`src/ultrasonic_ranger_median3_top_defines.svh`:
```
// ----------------------------------------------------------------------------
// Ultrasonic ranger assertion macros
// Shared concurrent assertion forms, clocked on clk and gated by arst_n.
// ----------------------------------------------------------------------------
`ifndef ULTRASONIC_RANGER_MEDIAN3_TOP_DEFINES_SVH
`define ULTRASONIC_RANGER_MEDIAN3_TOP_DEFINES_SVH

// same-cycle implication
`define URM3_ASSERT_IMPLY(lbl, ante, cons) \
	lbl: assert property (@(posedge clk) disable iff (!arst_n) (ante) |-> (cons)) \
		else $error("ranger assertion failed (same-cycle implication)");

// next-cycle implication
`define URM3_ASSERT_NEXT(lbl, ante, cons) \
	lbl: assert property (@(posedge clk) disable iff (!arst_n) (ante) |=> (cons)) \
		else $error("ranger assertion failed (next-cycle implication)");

`endif

```
`src/urm3_pkg.sv`:
```
// ----------------------------------------------------------------------------
// Ultrasonic ranger package
// Types, phase codes and helpers shared by the sequencer and the top level.
// ----------------------------------------------------------------------------
package urm3_pkg;

	localparam int SAMPLES_PER_SENSOR = 3;
	localparam int SENSOR_COUNT       = 3;
	localparam int SETTLE_TICKS       = 2;
	localparam int DIST_MAX           = 2047;

	localparam logic [2:0] PH_IDLE      = 3'd0;
	localparam logic [2:0] PH_SETTLE    = 3'd1;
	localparam logic [2:0] PH_PULSE     = 3'd2;
	localparam logic [2:0] PH_WAIT_END  = 3'd3;
	localparam logic [2:0] PH_WAIT_HIGH = 3'd4;
	localparam logic [2:0] PH_MEASURE   = 3'd5;

	localparam logic [1:0] REG_TIMEOUT = 2'd0;
	localparam logic [1:0] REG_TRIG_W  = 2'd1;
	localparam logic [1:0] REG_SCALE   = 2'd2;

	typedef logic signed [11:0] dist_t;

	typedef struct packed {
		logic [15:0] timeout_ticks;
		logic [7:0]  trigger_width;
		logic [15:0] scale_q16;
	} urm3_cfg_t;

	// last member sits in the lowest bits
	typedef struct packed {
		dist_t dist_right;
		dist_t dist_center;
		dist_t dist_left;
		logic  done_res;
		logic  busy_res;
		logic  trig_right;
		logic  trig_center;
		logic  trig_left;
	} urm3_res_t;

	function automatic dist_t med3(input dist_t a, input dist_t b, input dist_t c);
		dist_t lo;
		dist_t hi;
		begin
			lo = (a > b) ? b : a;
			hi = (a > b) ? a : b;
			if (c >= hi)
				med3 = hi;
			else if (c <= lo)
				med3 = lo;
			else
				med3 = c;
		end
	endfunction

endpackage

```
`src/urm3_seq.sv`:
```
// ----------------------------------------------------------------------------
// Ultrasonic ranger sequencer
// Trigger/echo state machine, pulse timing, scaling and median filter.
// One tick is processed per step; res is the result of that tick.
// ----------------------------------------------------------------------------
module urm3_seq (
	input  logic               clk,
	input  logic               arst_n,
	input  logic               step,
	input  logic               start_req,
	input  logic [2:0]         echo,      // left, center, right from bit 0
	input  urm3_pkg::urm3_cfg_t cfg,
	output urm3_pkg::urm3_res_t res
);
	import urm3_pkg::*;

	logic [2:0]  phase_q,   phase_n;
	logic [1:0]  sensor_q,  sensor_n;
	logic [1:0]  sample_q,  sample_n;
	logic [15:0] elapsed_q, elapsed_n;
	logic [15:0] pulse_q,   pulse_n;
	dist_t       hold_q [0:1];
	dist_t       dist_q [0:2];
	dist_t       dist_n [0:2];

	logic        echo_sel;
	logic        fin;
	dist_t       fin_val;
	logic        hold_we;
	logic        done;
	logic [31:0] prod;
	dist_t       meas_dist;
	logic [2:0]  sensor_inc;

	always_comb begin
		case (sensor_q)
			2'd1:    echo_sel = echo[1];
			2'd2:    echo_sel = echo[2];
			default: echo_sel = echo[0];
		endcase
	end

	// cm = (width * scale) >> 16, clipped to the 11-bit range
	assign prod = {16'd0, pulse_q} * {16'd0, cfg.scale_q16};
	assign meas_dist = (prod[31:16] > 16'(DIST_MAX)) ? dist_t'(DIST_MAX)
		: dist_t'({1'b0, prod[26:16]});

	assign sensor_inc = {1'b0, sensor_q} + 3'd1;

	always_comb begin
		phase_n   = phase_q;
		sensor_n  = sensor_q;
		sample_n  = sample_q;
		elapsed_n = elapsed_q;
		pulse_n   = pulse_q;
		fin       = 1'b0;
		fin_val   = meas_dist;
		hold_we   = 1'b0;
		done      = 1'b0;
		for (int i = 0; i < 3; i++)
			dist_n[i] = dist_q[i];

		case (phase_q)
			PH_IDLE: begin
				if (start_req) begin
					phase_n   = PH_SETTLE;
					sensor_n  = '0;
					sample_n  = '0;
					pulse_n   = 16'd1;
					elapsed_n = '0;
				end
			end
			PH_SETTLE: begin
				if (pulse_q >= 16'(SETTLE_TICKS)) begin
					phase_n = PH_PULSE;
					pulse_n = 16'd1;
				end else begin
					pulse_n = pulse_q + 16'd1;
				end
			end
			PH_PULSE: begin
				if (pulse_q >= {8'd0, cfg.trigger_width}) begin
					phase_n   = PH_WAIT_END;
					elapsed_n = '0;
					pulse_n   = '0;
				end else begin
					pulse_n = pulse_q + 16'd1;
				end
			end
			PH_WAIT_END, PH_WAIT_HIGH, PH_MEASURE: begin
				elapsed_n = (elapsed_q == 16'hFFFF) ? elapsed_q : elapsed_q + 16'd1;
				if (phase_q == PH_MEASURE && !echo_sel) begin
					fin = 1'b1;
				end else begin
					if (phase_q == PH_WAIT_END) begin
						if (!echo_sel)
							phase_n = PH_WAIT_HIGH;
					end else if (phase_q == PH_WAIT_HIGH) begin
						if (echo_sel) begin
							phase_n = PH_MEASURE;
							pulse_n = 16'd1;
						end
					end else if (pulse_q != 16'hFFFF) begin
						pulse_n = pulse_q + 16'd1;
					end
					// an echo end on the timeout tick still counts
					if (elapsed_n >= cfg.timeout_ticks) begin
						fin     = 1'b1;
						fin_val = -12'sd1;
					end
				end
			end
			default: begin
				phase_n  = PH_IDLE;
				sensor_n = '0;
				sample_n = '0;
			end
		endcase

		if (fin) begin
			if (sample_q < 2'd2)
				hold_we = 1'b1;
			else if (sensor_q != 2'd3)
				dist_n[sensor_q] = med3(hold_q[0], hold_q[1], fin_val);
			sample_n = sample_q + 2'd1;
			if (sample_n == 2'(SAMPLES_PER_SENSOR)) begin
				sample_n = '0;
				sensor_n = sensor_inc[1:0];
				if (sensor_inc >= 3'(SENSOR_COUNT)) begin
					sensor_n = '0;
					phase_n  = PH_IDLE;
					done     = 1'b1;
				end
			end
			if (!done) begin
				phase_n = PH_SETTLE;
				pulse_n = 16'd1;
			end
		end
	end

	always_ff @(posedge clk or negedge arst_n) begin
		if (!arst_n) begin
			phase_q   <= PH_IDLE;
			sensor_q  <= '0;
			sample_q  <= '0;
			elapsed_q <= '0;
			pulse_q   <= '0;
			for (int i = 0; i < 3; i++)
				dist_q[i] <= -12'sd1;
		end else if (step) begin
			phase_q   <= phase_n;
			sensor_q  <= sensor_n;
			sample_q  <= sample_n;
			elapsed_q <= elapsed_n;
			pulse_q   <= pulse_n;
			for (int i = 0; i < 3; i++)
				dist_q[i] <= dist_n[i];
		end
	end

	// first two samples of a sensor, always written before use
	always_ff @(posedge clk) begin
		if (step && hold_we)
			hold_q[sample_q[0]] <= fin_val;
	end

	always_comb begin
		res.trig_left   = (phase_n == PH_PULSE) && (sensor_n == 2'd0);
		res.trig_center = (phase_n == PH_PULSE) && (sensor_n == 2'd1);
		res.trig_right  = (phase_n == PH_PULSE) && (sensor_n == 2'd2);
		res.busy_res    = (phase_n != PH_IDLE);
		res.done_res    = done;
		res.dist_left   = dist_n[0];
		res.dist_center = dist_n[1];
		res.dist_right  = dist_n[2];
	end

endmodule

```
`src/ultrasonic_ranger_median3_top.sv`:
```
// ----------------------------------------------------------------------------
// Ultrasonic ranger, median of three
// Each stream transaction is one microsecond tick carrying the start request
// and the three echo levels; each tick returns one result transaction with
// the trigger levels, busy, a done pulse and the three median distances.
// One tick is taken per clock cycle when the result side keeps up; a result
// passes through the input register, then the result register, with the
// sequencer step and the 16x16 scaling multiply between them. A stalled
// result register holds the input register, and tready drops only when both
// are full. Registers: timeout_ticks at 0x0, trigger_width at 0x4, scale_q16
// at 0x8; write them only while no tick is in flight.
// ----------------------------------------------------------------------------
`include "ultrasonic_ranger_median3_top_defines.svh"

module ultrasonic_ranger_median3_top (
	input  logic        clk,
	input  logic        arst_n,
	input  logic        s_tvalid,
	output logic        s_tready,
	input  logic [7:0]  s_tdata,   // start_req, echo_left, echo_center, echo_right
	output logic        m_tvalid,
	input  logic        m_tready,
	output logic [47:0] m_tdata,   // trig_left, trig_center, trig_right, busy_res,
	                               // done_res, dist_left, dist_center, dist_right
	input  logic        psel,
	input  logic        penable,
	input  logic        pwrite,
	input  logic [3:0]  paddr,
	input  logic [31:0] pwdata,
	output logic [31:0] prdata,
	output logic        pready
);
	import urm3_pkg::*;

	urm3_cfg_t  cfg_q;
	logic [3:0] in_s1;
	logic       valid_s1;
	logic       m_valid_q;
	urm3_res_t  res_n;
	urm3_res_t  res_q;
	logic       advance;
	logic       cfg_we;

	// ---- configuration ----
	assign pready = 1'b1;
	assign cfg_we = psel && penable && pwrite && pready;

	always_ff @(posedge clk or negedge arst_n) begin
		if (!arst_n) begin
			cfg_q.timeout_ticks <= 16'd10000;
			cfg_q.trigger_width <= 8'd10;
			cfg_q.scale_q16     <= 16'd1124;
		end else if (cfg_we) begin
			case (paddr[3:2])
				REG_TIMEOUT: cfg_q.timeout_ticks <= pwdata[15:0];
				REG_TRIG_W:  cfg_q.trigger_width <= pwdata[7:0];
				REG_SCALE:   cfg_q.scale_q16     <= pwdata[15:0];
				default: ;
			endcase
		end
	end

	always_comb begin
		case (paddr[3:2])
			REG_TIMEOUT: prdata = {16'd0, cfg_q.timeout_ticks};
			REG_TRIG_W:  prdata = {24'd0, cfg_q.trigger_width};
			REG_SCALE:   prdata = {16'd0, cfg_q.scale_q16};
			default:     prdata = '0;
		endcase
	end

	// ---- tick pipeline ----
	assign advance  = valid_s1 && (!m_valid_q || m_tready);
	assign s_tready = !valid_s1 || advance;

	always_ff @(posedge clk or negedge arst_n) begin
		if (!arst_n) begin
			valid_s1  <= 1'b0;
			m_valid_q <= 1'b0;
		end else begin
			if (s_tvalid && s_tready)
				valid_s1 <= 1'b1;
			else if (advance)
				valid_s1 <= 1'b0;
			if (advance)
				m_valid_q <= 1'b1;
			else if (m_tready)
				m_valid_q <= 1'b0;
		end
	end

	always_ff @(posedge clk) begin
		if (s_tvalid && s_tready)
			in_s1 <= s_tdata[3:0];
		if (advance)
			res_q <= res_n;
	end

	urm3_seq u_seq (
		.clk       (clk),
		.arst_n    (arst_n),
		.step      (advance),
		.start_req (in_s1[0]),
		.echo      (in_s1[3:1]),
		.cfg       (cfg_q),
		.res       (res_n)
	);

	assign m_tvalid = m_valid_q;
	assign m_tdata  = {7'd0, res_q};

	// ---- checks ----
	`URM3_ASSERT_IMPLY(a_trig_onehot, m_valid_q,
		$onehot0({res_q.trig_left, res_q.trig_center, res_q.trig_right}))
	`URM3_ASSERT_IMPLY(a_trig_busy,
		m_valid_q && (res_q.trig_left || res_q.trig_center || res_q.trig_right),
		res_q.busy_res)
	`URM3_ASSERT_IMPLY(a_done_idle, m_valid_q && res_q.done_res, !res_q.busy_res)
	`URM3_ASSERT_IMPLY(a_stall_cause, !s_tready, valid_s1 && m_valid_q && !m_tready)

endmodule
```
`config.mk`:
```
export PLATFORM = sky130hd
export DESIGN_NAME = ultrasonic_ranger_median3_top
export DESIGN_NICKNAME = d
export VERILOG_FILES = /design/src/urm3_pkg.sv /design/src/urm3_seq.sv /design/src/ultrasonic_ranger_median3_top.sv
export VERILOG_INCLUDE_DIRS = /design/src /design/src/src
export SDC_FILE = /design/constraint.sdc
export NUM_CORES = 1
export LEC_CHECK = 0
export BUFFER_PORTS_ARGS = -buffer_cell sky130_fd_sc_hd__buf_2
export CAP_MARGIN = 0
export CORE_MARGIN = 2
export CORE_UTILIZATION = 50
export DETAILED_ROUTE_END_ITERATION = 8
export PLACE_DENSITY = 0.71
export SYNTH_ARGS = -nofsm -noshare
export SYNTH_HDL_FRONTEND = slang
export SYNTH_HIERARCHICAL = 1
export SYNTH_SLANG_ARGS = --single-unit
```
`constraint.sdc`:
```
create_clock -name clk -period 9.13 [get_ports clk]
set_input_delay 0.4565 -clock clk [delete_from_list [all_inputs] [get_ports clk]]
set_output_delay 0.4565 -clock clk [all_outputs]
set_load 0.1 [all_outputs]
```
==> Word level (Yosys, flattened, before mapping) <==
Memory sizes are Yosys's and may differ from the RTL's.
Index checks and enable logic that the tools add are counted.
{ "totals": {"n_memories": 1, "ramBits": 24, "ff_bits": 162, "inputBits": 51, "out_inout_bits": 83, "word_cells": 159} }
{ "mem_list": {"columns": ["name", "words", "word_bits", "rd", "rd_clocked_by_memory_dff", "write_ports", "line_no", "text"], "rows": [
  ["u_seq.hold_q", 2, 12, 2, 0, 1, "urm3_seq.sv:22", "dist_t hold_q [0:1];"]
]} }
{ "classes": {"multipliers": 1, "n_bitwise": 1, "n_addsub": 4, "eq_ne": 20, "magnitude_cmp": 11, "n_reduce_logical": 29, "muxes": 70} }
{ "op_table": {"columns": ["cell", "n"], "rows": [
  ["16-bit two-way mux", 13],
  ["12-bit two-way mux", 11],
  ["36-bit two-way mux", 3],
  ["16-bit one-hot mux with 3 select lines", 2],
  ["16-bit one-hot mux with 4 select lines", 1],
  ["36-bit bitwise mux", 1],
  ["3-bit two-way mux", 12],
  ["16-bit by 1-bit adder with 16-bit output, second input constant", 2],
  ["16-bit by 16-bit multiplier with 32-bit output", 1],
  ["12-bit demux with 2-bit select", 1],
  ["16-bit == test, second input constant", 1],
  ["16-bit >= comparator", 1],
  ["16-bit by 2-bit >= comparator with 1-bit output, second input constant", 1],
  ["16-bit by 8-bit >= comparator with 1-bit output", 1],
  ["16-bit by 11-bit greater-than comparator with 1-bit output, second input constant", 1],
  ["16-bit != test, second input constant", 1],
  ["1-bit two-way mux", 14],
  ["2-bit two-way mux", 7],
  ["12-bit >= comparator", 1],
  ["12-bit greater-than comparator", 1],
  ["12-bit less-or-equal comparator", 1],
  ["3-bit one-hot mux with 4 select lines", 1],
  ["11-bit two-way mux", 1],
  ["1-bit logical AND", 10],
  ["28 further kinds", 47]
]} }

==> Logic depth before layout (Yosys ltp) <==
Gate-level depths: netlist (run 1).
{ "logic_depth": {"depth_word": 16, "mapped_depth": 37} }

==> Cells and area by module <==
Netlist (run 1), hierarchy kept.
{ "modules_own_cells": {"columns": ["mod", "area_each_um2", "seq_area_each_um2", "cells_each", "n_inst"], "rows": [
  ["urm3_seq", 16244.3, 2642.5, 1950, 1],
  ["ultrasonic_ranger_median3_top", 3465.8, 2416.1, 212, 1]
]} }

==> Worst setup path after synthesis (run 1) <==
No wires, ideal clock.
{ "synth_path": {"path_kind": "flip-flop to flip-flop", "start": "register u_seq.pulse_q[7]", "end": "register res_q, in the netlist m_tdata[28], data pin", "t_required_ps": 8860, "setup_slack_ps": -2, "stages_incl_launch_ff": 35, "t_arrival_ps": 8862, "path_buffers": 4, "synth_period_minus_slack_ps": 9132, "setup_ps": 270, "cell_sequence": "dfrtp_1 -> clkbuf_1 -> clkbuf_1 -> nand2_1 -> fa_1 -> inv_1 -> fa_1 -> inv_1 -> fa_1 -> inv_1 -> fa_1 -> fa_1 -> inv_1 -> fa_1 -> inv_1 -> ha_1 -> a211oi_2 -> o211ai_1 -> a221o_1 -> a221o_1 -> or3_1 -> a221o_1 -> buf_4 -> or3_1 -> ha_1 -> nor2b_1 -> o21a_1 -> o21ai_0 -> a21oi_1 -> or4_1 -> nand3_1 -> clkbuf_1 -> a31oi_1 -> o211ai_1 -> o21ai_0"} }
{ "synth_lines": {"columns": ["element", "line_no", "text"], "rows": [
  ["start, declared", "urm3_seq.sv:21", "logic [15:0] pulse_q, pulse_n;"],
  ["start signal, assigned", "urm3_seq.sv:156", "pulse_q <= pulse_n;"],
  ["end signal, assigned", "ultrasonic_ranger_median3_top.sv:96", "res_q <= res_n;"],
  ["end, declared", "ultrasonic_ranger_median3_top.sv:40", "urm3_res_t res_q;"]
]} }

==> results of run 1 <==
## cells in the final DEF, fill, tap and decap left out, types with 5 or more instances in the layout
| cell | count |
|---|---|
| nor4_1 | 9 |
| a211oi_1 | 9 |
| nor2b_1 | 9 |
| or3_4 | 7 |
| a211o_1 | 8 |
| clkbuf_16 | 17 |
| inv_1 | 298 |
| xor2_1 | 11 |
| and2_1 | 127 |
| conb_1 | 24 |
| o21ai_0 | 72 |
| xnor2_1 | 17 |
| dfrtp_1 | 53 |
| o31ai_1 | 12 |
| a31oi_1 | 18 |
| o21a_1 | 11 |
| buf_2 | 87 |
| and4_1 | 6 |
| dfrtp_2 | 17 |
| edfxtp_1 | 69 |
| nor2_1 | 170 |
| mux2i_1 | 42 |
| or3_1 | 10 |
| nand3_1 | 22 |
| nand4_1 | 18 |
| buf_4 | 78 |
| mux2_2 | 43 |
| dfstp_2 | 44 |
| a21oi_1 | 120 |
| fa_1 | 192 |
| nand2b_1 | 8 |
| ha_1 | 165 |
| nor3_1 | 17 |
| a21o_1 | 19 |
| and3_1 | 12 |
| nand2_1 | 275 |
| o31ai_4 | 5 |
| nor3b_1 | 7 |
| o211ai_1 | 13 |
## cells by family (layout without fill, tap and decap cells)
logic type	count (synthesis)	after routing	synth area share [%]
muxes	85	85	4.590
DFF	186	186	25.66
other	2	24	0.03810
AOI/OAI and AO/OA	342	342	11.30
buffers and inverters	419	502	8.703
and+or+nand+nor	735	735	17.96
xor gates and xnor gates	29	29	1.289
adders and majority gates	364	364	30.46
## power breakdown
group	switching, mW	internal [mW]	total, mW
registers	0.139	0.988	1.13
clock network	0.353	0.361	0.714
logic	1.37	0.723	2.10
## timing repair
action	in CTS	in global routing
setup buffers	0	21
gates cloned	0	1
pin swaps	0	17
gates resized for setup	5	67
endpoints found under the setup margin	5	72
## critical path, delay by kind of cell, from the launching register on
kind	cells	cell delay (ps)
flip-flops	1	510
adder cells (fa/ha/maj)	8	3490
AND/OR/NAND/NOR	5	1130
AO/OA/AOI/OAI	12	2600
buffers and inverters	8	840
## state kept, by name, summed over array words and instances (netlist names)
name and count:
cfg_q 40, in_s1 4, m_tdata 41, m_tvalid 1
u_seq/dist_q 36, u_seq/elapsed_q 16, u_seq/hold_q 24, u_seq/phase_q 3
u_seq/pulse_q 16, u_seq/sample_q 2, u_seq/sensor_q 2, valid_s1 1
## stage by stage
stage | instances | setup WS, ps | power [mW]
2_1_floorplan | 2184 | 82.09 | 2.561
4_1_cts | 2763 | 2.030 | 3.831
3_3_place_gp | 2731 | 139.1 | 3.034
5_1_grt | 2785 | -54.12 | 4.204
3_5_place_dp | 2731 | 7.417 | 3.097
6_report | 2785 | 291.4 | 3.939
## area by class of cell
class	instances	area [µm²]	share of cell area (%)
well taps	518	648.1	2.977
inverters	298	1119	5.138
flip-flops and latches	186	5091	23.38
multi-input cells	1579	13240	60.80
clock buffers	19	432.9	1.988
repair buffers	172	1114	5.115
clock inverters	13	130.1	0.5977
## worst paths after layout
| path | endpoint | slack (ps) | depth (start not counted) |
|---|---|---|---|
| setup / recovery | m_tdata[16] | 290 | 33 |
| hold / removal | u_seq/sample_q[1] | 130 | 1 |
| setup reg to reg | m_tdata[16] | 290 | 33 |
| hold reg to reg | u_seq/dist_q[20] | 480 | 2 |
| max in group asynchronous | cfg_q[4] | 7700 | 2 |
| min in group clk | in_s1[1] | 170 | 1 |
## layer usage
layer	vias up	wire, µm	track usage, %
li1	7246	-	-
met1	7600	20960	31.87
met2	536	23630	40.46
met3	89	2604	3.194
met4	0	1428	8.368
met5	-	0	0
==> metrics, run 1 <==
crit-path max cell delay around 530 ps; worst r2r src cfg_q[10]; clk root buf clkbuf_16; most instantiated cells after synthesis inv_1 (298), nand2_1 (277), fa_1 (193), ha_1 (171), nor2_1 (170); port bufs 87; Tcrit/Tclk final ~97%; final hold slack between 100 and 150 ps; Worst-Skew Late Latency 450 ps; Die H between 200 and 250 µm; crit start category flop; top post-synthesis cells by area fa_1 (20%), ha_1 (11%), edfxtp_1 (11%); Core Area between 0.03 and 0.04 mm²; status completed; Mapped Cells about 2200; full die area approximately 0.04 mm²; Die X 202.5 µm; Max Cap Viol 0; Async SR Flop Fraction ~63%; CTS tree built; Pins Over Slew Limit 0; vias per cell 5.555; Site Rows 72; grt total ovfl 0; Antenna diodes 0; global-route wire length before repair between 70 and 80 mm; Slew HR 42.56%; Num CTS Buffers 17; Max Freq around 0.11 GHz; Yosys cell types 79; area grow syn2layout 10.46%; # DRC 0; most used cell, CP fa_1; Data required, critical path between 9000 and 10000 ps; final hold vios 0; DR iter-0 viols 956; skew final 15.63 ps; PD cells about 180 mW/mm²; Crit-path slowest cell fa_1; clk slew on worst S/H paths around 70 ps; sequential area share after synthesis about a quarter; Worst VDD drop roughly 0.23 mV; Post-DP HPWL around 38 mm; drt pass-1 iters 6; I/O pin count approximately 130; total number of vias around 15000; RePlAce Congestion 0.9432; Tightest Pin Transition about 860 ps; Ys Warns 6; leak pwr roughly 11 nW; Top FF cell, synth dfrtp_1; Initial Util about half; gr usage total a little under a quarter; routed len/inst approximately 17 µm; Synth top area share about a fifth; post-layout util between 50% and 60%; min cycle time layout slightly below 9000 ps; Hold Buf Count CTS 0; Final #Nets around 2700; Total Wirelength 48.62 mm; Worst Hold Class in2async; final count of negative-setup-slack endpoints 0; CTS max path bufs 2; CTS H-tree depth 4; Fillers between 3000 and 4000; Critical Path AT approximately 9000 ps; syn_area_per_cell a little over 9 µm²; crit end category flop; number of flops mapped to enable cells by yosys 69; CP Launch Point cfg_q[10]; Synth Cell Area 0.01971 mm²; share of layout cells above drive strength 1 between 10% and 20%; Placed Area about 0.021 mm²; Routed Antenna Nets 0; initial antenna violation count 0; largest area contributor in the netlist fa_1; crit-path max FO 11; Final Instance Area 0.02177 mm²; critical path class reg2reg; vias in the first global route between 15000 and 20000; cell with the most instances after synthesis inv_1; Post-Route Setup TNS 0 ps; CTS Sinks 186; largest net degree at the start of global routing 66; Synth Register Bits around 190
Power figures use the tool's default switching activity.
==> inputs of run 2 (changes only) <==
--- a/config.mk
+++ b/config.mk
@@ -8,10 +8,11 @@
 export LEC_CHECK = 0
 export BUFFER_PORTS_ARGS = -buffer_cell sky130_fd_sc_hd__buf_2
 export CAP_MARGIN = 0
-export CORE_MARGIN = 2
-export CORE_UTILIZATION = 50
+export CELL_PAD_IN_SITES_DETAIL_PLACEMENT = 2
+export CELL_PAD_IN_SITES_GLOBAL_PLACEMENT = 2
+export CORE_UTILIZATION = 36
 export DETAILED_ROUTE_END_ITERATION = 8
-export PLACE_DENSITY = 0.71
+export PLACE_DENSITY_LB_ADDON = 0.1
 export SYNTH_ARGS = -nofsm -noshare
 export SYNTH_HDL_FRONTEND = slang
 export SYNTH_HIERARCHICAL = 1
==> run 2 against run 1 <==
  * Global-route usage fell by 0.13 points
  * Wire length grew 31%
  * Critical path depth is 2 lower
  * Clock skew up 13 ps
  * Sequential share of layout area decreased by 0.80 points
  * Sequential power hardly changed
  * Critical path type unchanged
  * Largest cell class unchanged
  * Highest routed layer unchanged
==> metrics, run 2 (synthesis results as in run 1) <==
status completed; crit start category flop; Routed Antenna Nets 0 (unchanged); leak pwr 10.88 nW (+2.7%); CTS H-tree depth 4 (unchanged); global-route wire length before repair 102.9 mm (+30%); clk slew on worst S/H paths 80 ps (about the same); Critical Path End m_tdata[40]; Max Cap Viol 0 (unchanged); port bufs 87 (unchanged); RePlAce Congestion 0.8181 (-13%); total number of vias 15790 (+2.0%); total power 4.264 mW (+8.3%); vias per cell 5.230 (-5.9%); Hold Buf Count CTS 0 (unchanged); Total Wirelength 63.88 mm (+31%); non-filler instance count after layout 3019 (+8.4%); largest net degree at the start of global routing 66 (unchanged); # DRC 0 (unchanged); min cycle time layout 8942 ps (+103.7 ps); I/O pin count 134 (unchanged); Max Freq 0.1118 GHz (-1.2%); final hold slack 17.35 ps (-117.1 ps); gr usage total 23.86% (-0.13 points); Post-DP HPWL 51.76 mm (+37%); DR iter-0 viols 585 (-39%); drt pass-1 iters 5 (-1); Slew HR 41.86% (-0.70 points); full die area 0.05569 mm² (+36%); initial antenna violation count 0 (unchanged); Fillers 5900 (+73%); Critical Path AT 9140 ps (+130 ps); final hold vios 0 (unchanged); dpl cells 2976 (+9.0%); Die H 236.0 µm (+17%); R2R setup slack 190 ps (-100 ps); crit end category flop; most used cell, CP fa_1; CP Launch Point cfg_q[10]; routed len/inst 21.16 µm (+21%); Crit path max-delay family adder cells; PD cells 189.6 mW/mm² (+4.8%); Core Area 0.05392 mm² (+39%); CTS Sinks 186 (unchanged); Pins Over Slew Limit 0 (unchanged); Die X 236.0 µm (+17%); Final #Nets 2725 (+2.1%); Crit-path slowest cell fa_1; Buf/Inv on CP 8 (unchanged); Num CTS Buffers 17 (unchanged); Reg-to-Reg End m_tdata[40]; area grow syn2layout 14.10%; max reg flops 41 (unchanged); vias in the first global route 18190 (+17%); crit-path max cell delay 540 ps (about the same); CTS tree built; Data required, critical path 9330 ps (+30 ps); grt total ovfl 0 (unchanged); reg2reg path depth 31 (-6.1%); Worst VDD drop 0.1545 mV (-32%); final count of negative-setup-slack endpoints 0 (unchanged); Initial Util 36.55% (-14 points); Site Rows 85 (+18%); critical path class reg2reg; Antenna diodes 0 (unchanged); Tightest Pin Transition 872.1 ps (+10.44 ps); crit-path max FO 8 (-3); post-layout util 41.71% (-14 points); cell count along the critical path 31 (-6.1%); CTS max path bufs 2 (unchanged); skew final 28.97 ps (+13.34 ps); share of layout cells above drive strength 1 18.94% (+2.4 points); Worst-Skew Late Latency 500 ps (+50 ps); Tcrit/Tclk final 97.94% (+1.1 points); Worst Hold Class in2async; commonest non-fill, non-tap cells in the layout inv_1 (297), nand2_1 (276), fa_1 (189); clk root buf clkbuf_16; commonest non-fill, non-tap cell in the layout inv_1; worst r2r src cfg_q[10]
==> run 2: worst min path at each step <==
stage,start,to,slack (ps),cells after the start
floorplan,arst_n,cfg_q[0],160,0
global placement,valid_s1,m_tvalid,460,1
detailed placement,u_seq/dist_q[20],u_seq/dist_q[20],480,2
CTS,arst_n,u_seq/elapsed_q[2],40,1
global route,arst_n,u_seq/elapsed_q[1],60,1
finish,arst_n,u_seq/elapsed_q[2],20,1
==> run 2: final cells by class <==
cell class	instances	area, µm²	share of cell area, %
clock buffers	17	425.4	1.892
multi-input cells	1579	13300	59.12
repair buffers	228	1519	6.754
clock inverters	15	178.9	0.7956
flip-flops and latches	186	5080	22.59
well taps	696	870.8	3.872
inverters	298	1119	4.974
==> run 2: where the power goes <==
part	switching [mW]	internal, mW
clock	0.400	0.393
combinational	1.50	0.832
sequential	0.152	0.987
==> run 2: metal layers <==
layer  routed length, µm  GRT usage, %  share of wire (%)
met1               28140         29.89                 44
met3                1522         3.394                2.4
met5                   0             0                  0
met4                1288         6.061                2.0
met2               32930         42.79                 52
==> run 2: timing repair <==
action / CTS / global route
endpoints found under the hold margin: 0 / 0
resized for setup: 10 / 62
setup endpoints to repair: 33 / 72
pin swaps: 2 / 17
buffers inserted: 2 / 9
==> run 2: stage by stage <==
step           setup WS [ps]  TNS, ps  instance area (µm²)
6_report               187.8        0                22490
5_1_grt               -54.58   -376.8                22490
4_1_cts                3.480        0                22150
3_5_place_dp          -274.3    -2383                21500
3_3_place_gp          -52.04   -125.0                21500
2_1_floorplan          82.09        0                19790
==> inputs of run 3 (changes only) <==
--- a/config.mk
+++ b/config.mk
@@ -6,11 +6,12 @@
 export SDC_FILE = /design/constraint.sdc
 export NUM_CORES = 1
 export LEC_CHECK = 0
+export ABC_AREA = 1
 export BUFFER_PORTS_ARGS = -buffer_cell sky130_fd_sc_hd__buf_2
 export CAP_MARGIN = 0
 export CELL_PAD_IN_SITES_DETAIL_PLACEMENT = 2
 export CELL_PAD_IN_SITES_GLOBAL_PLACEMENT = 2
-export CORE_UTILIZATION = 36
+export CORE_UTILIZATION = 34
 export DETAILED_ROUTE_END_ITERATION = 8
 export PLACE_DENSITY_LB_ADDON = 0.1
 export SYNTH_ARGS = -nofsm -noshare
==> run 3 against run 2 <==
  * Final cell count up 20%
  * Worst setup slack better by 340 ps
  * Synthesized cell count up 28%
  * Wire length is 10% higher
  * Largest cell class unchanged
  * Register-to-register slack improved by 340 ps
  * Clock skew decreased by 9.0 ps
  * Synthesized area is 6.2% higher
  * Utilization shrank 3.8 points
==> metrics, run 3 <==
final hold slack 75.35 ps (+58.01 ps); Synth Register Bits 186 (unchanged); crit start category flop; Total Wirelength 70.51 mm (+10%); number of flops mapped to enable cells by yosys 69 (unchanged); Buf/Inv on CP 10 (+2); area grow syn2layout 9.554%; commonest non-fill, non-tap cell in the layout nand2_1; Routed Antenna Nets 0 (unchanged); vias in the first global route 20660 (+14%); Slew HR 35.54% (-6.3 points); Num CTS Buffers 17 (unchanged); syn_area_per_cell 7.538 µm² (-17%); RePlAce Congestion 0.8065 (-1.4%); CTS max path bufs 2 (unchanged); Data required, critical path 9380 ps (+50 ps); skew final 19.97 ps (-9.007 ps); Mapped Cells 2778 (+28%); Synth top area share 18.45% (-1.2 points); Die X 250.2 µm (+6.0%); drt pass-1 iters 6 (+1); Pins Over Slew Limit 0 (unchanged); Worst-Skew Late Latency 500 ps (about the same); most instantiated cells after synthesis nand2_1 (816), inv_1 (552), fa_1 (193), nand3_1 (185), ha_1 (171); clk slew on worst S/H paths 90 ps (about the same); Die H 250.2 µm (+6.0%); total power 3.886 mW (-8.9%); Worst Hold Class in2async; CTS Sinks 186 (unchanged); global-route wire length before repair 113.3 mm (+10%); most used cell, CP nand2_1; Critical Path AT 8840 ps (-300 ps); Tcrit/Tclk final 94.18% (-3.8 points); gr usage total 23.21% (-0.65 points); Initial Util 34.57% (-2.0 points); Yosys cell types 54 (-32%); DR iter-0 viols 590 (+0.85%); full die area 0.06259 mm² (+12%); largest net degree at the start of global routing 76 (+15%); PD cells 169.4 mW/mm² (-11%); initial antenna violation count 0 (unchanged); leak pwr 12.60 nW (+16%); Synth Cell Area 0.02094 mm² (+6.2%); I/O pin count 134 (unchanged); crit-path max cell delay 760 ps (+220 ps); clk root buf clkbuf_16; # DRC 0 (unchanged); largest family of logic cells by synthesized area adder cells; Site Rows 90 (+5.9%); Max Freq 0.1163 GHz (+4.0%); mux cell area share after synthesis 0% (-4.6 points); Post-DP HPWL 56.58 mm (+9.3%); Async SR Flop Fraction 62.90% (unchanged); vias per cell 4.946 (-5.4%); Tightest Pin Transition 964.8 ps (+92.64 ps); CTS H-tree depth 4 (unchanged); grt total ovfl 0 (unchanged); sequential area share after synthesis 24.16% (-1.5 points); share of layout cells above drive strength 1 12.74% (-6.2 points); status completed; largest area contributor in the netlist fa_1; Crit-path slowest cell dfstp_4; Final #Nets 3252 (+19%); crit-path max FO 13 (+5); adder-cell share of the synthesized area 28.67% (-1.8 points); commonest non-fill, non-tap cells in the layout nand2_1 (815), inv_1 (550), fa_1 (193); crit end category flop; cell with the most instances after synthesis nand2_1; CTS tree built; critical path class reg2reg; port bufs 87 (unchanged); routed len/inst 19.41 µm (-8.3%); reg2reg path depth 40 (+29%); Crit path max-delay family adder cells; Synth Area in Compound Gates 5.987% (-5.3 points); Reg-to-Reg End m_tdata[22]; Antenna diodes 0 (unchanged); Top FF cell, synth dfrtp_1; worst r2r src cfg_q[6]; Ys Warns 6 (unchanged); final hold vios 0 (unchanged); Max Cap Viol 0 (unchanged); top post-synthesis cells by area fa_1 (18%), nand2_1 (15%), ha_1 (10%); R2R setup slack 530 ps (+340 ps); total number of vias 17970 (+14%); Fillers 7099 (+20%); Worst VDD drop 0.1568 mV (+1.5%); Core Area 0.06058 mm² (+12%); simple-gate area share of the yosys netlist 27.07% (+9.1 points); xor/xnor cell area share of the yosys netlist 0.8783% (-0.41 points); min cycle time layout 8599 ps (-343.5 ps); final count of negative-setup-slack endpoints 0 (unchanged); max reg flops 41 (unchanged)
[run 3: changes by cell type in the layout (fill, tap and decap cells not counted), moves of 77 or more]
cell / delta
nor2_1: -84
buf_4: -77
nand3_1: +162
nand2_1: +539
and2_1: -80
inv_1: +253
[run 3: how the worst max path moves through the flow]
stage	startpoint	endpoint	slack [ps]	depth (start not counted)
after floorplan	u_seq/pulse_q[7]	m_tdata[16]	1200	41
after global placement	u_seq/pulse_q[12]	m_tdata[23]	320	35
after detailed placement	cfg_q[8]	m_tdata[20]	180	34
after CTS	u_seq/pulse_q[12]	m_tdata[20]	140	36
after global routing	cfg_q[5]	m_tdata[22]	-10	40
final	cfg_q[6]	m_tdata[22]	530	40
[run 3: per-stage QoR]
| step | cells | cell area, µm² | setup WS [ps] | utilization [%] | TNS [ps] |
|---|---|---|---|---|---|
| 6_report | 3632 | 22940 | 531.3 | 37.87 | 0 |
| 5_1_grt | 3632 | 22940 | -10.31 | 37.87 | -10.31 |
| 4_1_cts | 3620 | 22780 | 144.9 | 37.61 | 0 |
| 3_5_place_dp | 3588 | 22180 | 179.2 | 36.61 | 0 |
| 3_3_place_gp | 3588 | 22180 | 319.7 | 36.61 | 0 |
| 2_1_floorplan | 2800 | 21020 | 1202 | - | 0 |
[run 3: report_power, final]
group          switching [mW]  internal [mW]
logic                    1.38          0.566
clock network           0.401          0.369
registers               0.174          0.992
total                    1.96           1.93
[run 3: final cells by class]
| type | count | area [µm²] | share of cell area (%) |
|---|---|---|---|
| Inverter | 561 | 2112 | 9.206 |
| Sequential cell | 186 | 5091 | 22.19 |
| Tap cell | 782 | 978.4 | 4.265 |
| Clock buffer | 17 | 425.4 | 1.854 |
| Clock inverter | 15 | 177.7 | 0.7744 |
| Timing Repair Buffer | 148 | 927.1 | 4.041 |
| Multi-Input combinational cell | 1922 | 13230 | 57.65 |
| Timing Repair inverter | 1 | 5.005 | 0.02182 |
[run 3: cell families (layout without fill, tap and decap cells)]
kind of cell | after synthesis | in the layout
simple gates | 1289 | 1289
other cells | 2 | 24
flops | 186 | 186
buf+inv | 692 | 742
fa+ha+maj | 364 | 364
compound gates | 224 | 224
xor+xnor | 21 | 21
[run 3: worst register-to-register path, delay by kind of cell (launching register included)]
kind,cells,cell delay [ps]
xor gates and xnor gates,1,140
buffers and inverters,10,1060
adders and majority gates,8,3400
DFF,1,760
and+or+nand+nor,17,2170
AOI/OAI and AO/OA,4,830
[run 3: metal layers]
metal  vias up  track usage [%]  wire length (µm)
li1       8602                -                 -
met1      9178            29.49             32150
met2       140            41.63             35810
met3        45            2.899              1425
met4         0            5.346              1129
met5         -                0                 0
[run 3: timing repair]
item                       4_1_cts  5_1_grt
hold buffers                     0        0
setup endpoints to repair        0       72
resized for setup                0       26
setup buffers                    0       11
